--- src/rtl/kmr_pkg.sv ---
// Package for the keypad matrix remap table: opcodes, status codes, state codes
// and the item that walks along the row of table cells.
// No dependencies.
`default_nettype none

package kmr_pkg;

  localparam int unsigned DefTableEntries = 32;
  localparam int unsigned KeyRows         = 3;
  localparam int unsigned KeyCols         = 4;
  localparam int unsigned KeyBits         = KeyRows * KeyCols;

  localparam int unsigned OpW   = 2;
  localparam int unsigned RawW  = 12;
  localparam int unsigned MaskW = 32;
  localparam int unsigned StW   = 2;

  // Raw key bits above the matrix are ignored.
  localparam logic [RawW-1:0] KeyMask =
      (KeyBits >= RawW) ? {RawW{1'b1}} : RawW'((64'd1 << KeyBits) - 64'd1);

  typedef enum logic [OpW-1:0] {
    OP_TRANSLATE = 2'd0,
    OP_ADD       = 2'd1,
    OP_DELETE    = 2'd2,
    OP_CLEAR     = 2'd3
  } op_e;

  typedef enum logic [StW-1:0] {
    ST_OK      = 2'd0,
    ST_FULL    = 2'd1,
    ST_NOMATCH = 2'd2
  } status_e;

  typedef enum logic [1:0] {
    S_IDLE = 2'd0,
    S_WALK = 2'd1,
    S_DONE = 2'd2
  } state_e;

  // Item handed from cell to cell, one cell per cycle.
  typedef struct packed {
    logic             active;
    op_e              op;
    logic [RawW-1:0]  keys;
    logic [MaskW-1:0] key;
    logic [MaskW-1:0] acc;
    logic             found;
  } tok_t;

  // Broadcast write of a new entry.
  typedef struct packed {
    logic             en;
    logic [MaskW-1:0] src;
    logic [MaskW-1:0] tgt;
  } add_t;

endpackage

`default_nettype wire

--- src/rtl/kmr_cell.sv ---
// One table cell: holds one entry, processes the walking item and registers it for the next cell.
// Depends on kmr_pkg.
`default_nettype none

module kmr_cell #(
  parameter int unsigned TableEntries = kmr_pkg::DefTableEntries,
  parameter int unsigned Idx          = 0
) (
  input  wire                            clk_i,
  input  wire                            rst_ni,
  input  wire [$clog2(TableEntries+1)-1:0] count_i,
  input  wire kmr_pkg::tok_t             tok_i,
  output kmr_pkg::tok_t                  tok_o,
  input  wire kmr_pkg::add_t             add_i,
  input  wire [kmr_pkg::MaskW-1:0]       nxt_src_i,
  input  wire [kmr_pkg::MaskW-1:0]       nxt_tgt_i,
  output logic [kmr_pkg::MaskW-1:0]      src_o,
  output logic [kmr_pkg::MaskW-1:0]      tgt_o
);

  localparam int unsigned CntW = $clog2(TableEntries + 1);

  logic [kmr_pkg::MaskW-1:0] src_q, tgt_q;
  logic                      act_q;
  kmr_pkg::tok_t             tok_d, tok_q;
  logic                      held, match, shift;

  always_comb begin
    held  = CntW'(Idx) < count_i;
    match = held && (src_q == tok_i.key);
    shift = tok_i.active && (tok_i.op == kmr_pkg::OP_DELETE) && (tok_i.found || match);
    tok_d = tok_i;
    if (tok_i.op == kmr_pkg::OP_TRANSLATE) begin
      if (held && (|(src_q[kmr_pkg::RawW-1:0] & tok_i.keys))) begin
        tok_d.acc = tok_i.acc | tgt_q;
      end
    end else if (tok_i.op == kmr_pkg::OP_DELETE) begin
      tok_d.found = tok_i.found || match;
    end
  end

  // The cell holding the first equal entry and every later cell take their
  // right neighbor's entry, which the item has not reached yet.
  always_ff @(posedge clk_i) begin
    if (add_i.en && (count_i == CntW'(Idx))) begin
      src_q <= add_i.src;
      tgt_q <= add_i.tgt;
    end else if (shift) begin
      src_q <= nxt_src_i;
      tgt_q <= nxt_tgt_i;
    end
  end

  always_ff @(posedge clk_i or negedge rst_ni) begin
    if (!rst_ni) begin
      act_q <= 1'b0;
    end else begin
      act_q <= tok_i.active;
    end
  end

  always_ff @(posedge clk_i) begin
    tok_q <= tok_d;
  end

  always_comb begin
    tok_o        = tok_q;
    tok_o.active = act_q;
  end

  assign src_o = src_q;
  assign tgt_o = tgt_q;

endmodule

`default_nettype wire

--- config.mk ---
export PLATFORM = sky130hd
export DESIGN_NAME = kmr_cell
export DESIGN_NICKNAME = d
export VERILOG_FILES = /design/src/rtl/kmr_pkg.sv /design/src/rtl/kmr_cell.sv
export SDC_FILE = /design/constraint.sdc
export NUM_CORES = 1
export LEC_CHECK = 0
export ABC_AREA = 1
export BUFFER_PORTS_ARGS = -buffer_cell sky130_fd_sc_hd__buf_2
export CORE_AREA = 2 2 140 142
export DETAILED_ROUTE_END_ITERATION = 8
export DIE_AREA = 0 0 142 144
export PLACE_DENSITY_LB_ADDON = 0.2
export SLEW_MARGIN = 20
export SYNTH_ARGS = -nofsm -noshare
export SYNTH_HDL_FRONTEND = slang
export SYNTH_SLANG_ARGS = --single-unit
--- constraint.sdc ---
create_clock -name clk_i -period 3.1 [get_ports clk_i]
set_clock_uncertainty 0.05 [all_clocks]
set_input_delay 0.155 -clock clk_i [delete_from_list [all_inputs] [get_ports clk_i]]
set_output_delay 0.155 -clock clk_i [all_outputs]
set_load 0.01 [all_outputs]
==> key figures <==
Outcome
  – Status: finished, final reports clean

STA
  – Unrepaired setup endpoints after global routing: false
  – Final Setup Violations: 0
  – Hold WS: 0.0155 ns
  – Rel. slew slack: 59.3%
  – Tcrit/Tclk final: 74.9%
  – Minimum clock period after layout: 2.32 ns
  – Max-slew violation total from the final report: 0
  – Tightest Pin Transition: 0.611 ns
  – Setup TNS: 0 ns
  – Final hold viol count: 0
  – Fin worst setup slack: 0.777 ns
  – Max Clk Rate: 431 MHz

Power
  – Int Power: 0.00373 W
  – Pleak: 4.97 nW
  – Clock power frac: 42.2%
  – Pwr/cell area: 473 nW/um^2
  – Sw frac: 22.7%
  – Flop pwr share: 43.7%
  – Sw Pwr: 0.00109 W
  – Logic pwr share: 14.1%
  – VDD IR max: 360 uV

Logic synthesis
  – Flip-flop and latch count after synthesis: 144
  – Syn_area_per_cell: 12.8 um^2
  – Syn. warnings: 0
  – Post-Syn Instances: 434
  – Distinct cells, synth: 20
  – Sequential fraction of the synthesis area: 63.4%
  – Syn_nets: 651
  – Mapped cell area: 5570 um^2

Placed design
  – DP HPWL: 13100 um
  – Routability cong.: 0.757
  – PortBufs: 360
  – DP Worst Slack: 0.716 ns

Drt
  – WL final: 19000 um
  – Vias per Instance: 4.23
  – Drt pass-1 iters: 4
  – Drt wl/cell: 15.2 um
  – Vias: 5298
  – DRC violations left: 0
  – Final ANT Viol Nets: 0
  – 1st-iter DRT viols: 127

Finish
  – Commonest non-fill, non-tap cell in the layout: buf_2
  – Area delta synth->final: 83.5%
  – Nets: 1220
  – Layout cells sized above 1: 45.6%
  – Most frequent cells in the layout: buf_2, dlygate4sd3_1, dfxtp_1
  – Number of diodes: 0

Clock network
  – Clk slew on worst S/H paths: 0.06 ns
  – Clock tree buffer depth: 2
  – Skew-Pair Late Insertion Delay: 0.41 ns
  – H-tree Lvls: 4
  – TritonCTS clock tree: done
  – CTS root buf: clkbuf_16
  – CTS Buf Count: 17
  – Clock sink total: 144

Global route
  – Final global-route overflow total: 0
  – Largest net degree at the start of global routing: 33
  – First-pass GRT wire length: 28000 um
  – Vias in the first global route: 5483
  – Initial antenna violation count: 0
  – GRT Resource Usage Total: 18.1%

Critical path
  – Critical path class: reg2reg
  – CP startpoint kind: flip-flop
  – Worst EP arrival: 2.38 ns
  – Critical-path maximum fanout: 21
  – CP endpoint kind: flip-flop
  – R2R depth: 9
  – Worst Path Required: 3.16 ns

Floorplanning
  – Die Width: 142 um
  – Die Y: 144 um
  – Io pins: 361
  – Die ar.: 20400 um^2
  – Rows: 51
  – Initial Util: 29.2%
  – Placeable Area: 19100 um^2

Worst hold path
  – Worst min path class: in2reg
  – Hold path depth: 2

Flow run
  – Max Cap Violations: 0
## cell type report
type | instances | area [um^2]
Sequential cell | 144 | 3530
Fill cell | 1657 | 8860
Inverter | 48 | 180
Clock inverter | 11 | 129
Tap cell | 238 | 298
Clock buffer | 20 | 458
Multi-Input combinational cell | 225 | 1750
Timing Repair Buffer | 567 | 3870
## kinds of logic after synthesis
family / Yosys count / share of synthesized area (%)
mux: 64 / 16.3
buf+inv: 65 / 5.28
xor+xnor: 24 / 3.78
simple gates: 132 / 10.6
flops: 144 / 63.4
compound gates: 5 / 0.652
## Yosys cell counts
cell type,count,share of area [%]
a21oi_1,1,0.090
a221oi_1,3,0.47
buf_2,4,0.36
buf_4,2,0.27
buf_6,5,1.0
clkbuf_1,6,0.40
dfrtp_1,1,0.45
dfxtp_1,79,28
edfxtp_1,64,35
inv_1,48,3.2
mux2_2,15,3.0
mux2_4,49,13
nand2_1,75,5.1
nand3_1,5,0.45
nand4_1,35,3.9
nor2_1,16,1.1
o21ai_0,1,0.090
or2_2,1,0.11
xnor2_1,22,3.5
xor2_1,2,0.31
## flip-flops by register name, summed over array words and instances, names as in the netlist
register  count
act_q         1
src_o        32
tgt_o        32
tok_o        79
## per-layer routing
metal / GRT usage (%) / part of all wire, % / wire length (um) / up-vias
met5: 0 / 0 / 0 / -
met4: 7.21 / 2.3 / 444 / 0
met3: 5.33 / 7.0 / 1330 / 24
met2: 33.2 / 52 / 9840 / 243
met1: 19.5 / 39 / 7390 / 2426
li1: - / - / - / 2605
## critical path, stage by stage, from the launching register on
cell,delay (ns)
edfxtp_1,0.42
or2_2,0.31
a21oi_1,0.13
nand3_1,0.08
nor2_1,0.18
nand3_1,0.12
nand2_1,0.07
nand2_1,0.07
nand2_4,0.28
buf_4,0.31
## stage by stage
step	std cells	power [W]	util, %	area [um^2]
2_1_floorplan	434	0.00235	-	5570
3_3_place_gp	1022	0.00263	40.0	7630
3_5_place_dp	1022	0.00263	40.0	7630
4_1_cts	1253	0.00490	53.5	10200
5_1_grt	1253	0.00504	53.5	10200
6_report	1253	0.00483	53.5	10200
## final timing paths
kind | start | end | slack [ns]
worst max-delay path | src_o[9] | tgt_o[11] | 0.78
worst min-delay path | nxt_tgt_i[15] | tgt_o[15] | 0.02
worst max register to register | src_o[9] | tgt_o[11] | 0.78
worst min register to register | tgt_o[3] | tok_o[4] | 0.46
max in group asynchronous | rst_ni | act_q | 2.37
min in group asynchronous | rst_ni | act_q | 0.53
## power by group through the flow
| stage | sequential, W | combinational (W) | clock [W] |
|---|---|---|---|
| after global routing | 0.00212 | 0.000737 | 0.00218 |
| final | 0.00211 | 0.000679 | 0.00204 |
| after CTS | 0.00211 | 0.000677 | 0.00211 |
| after floorplan | 0.00220 | 0.000149 | 0 |
| after global placement | 0.00215 | 0.000481 | 0 |
| after detailed placement | 0.00215 | 0.000480 | 0 |
## what timing repair did
item / CTS / global route
hold buffers: 200 / 0
hold endpoints to repair: 143 / 0
resized for setup: 0 / 0
setup buffers: 0 / 0
(Power assumes the default switching activity.)
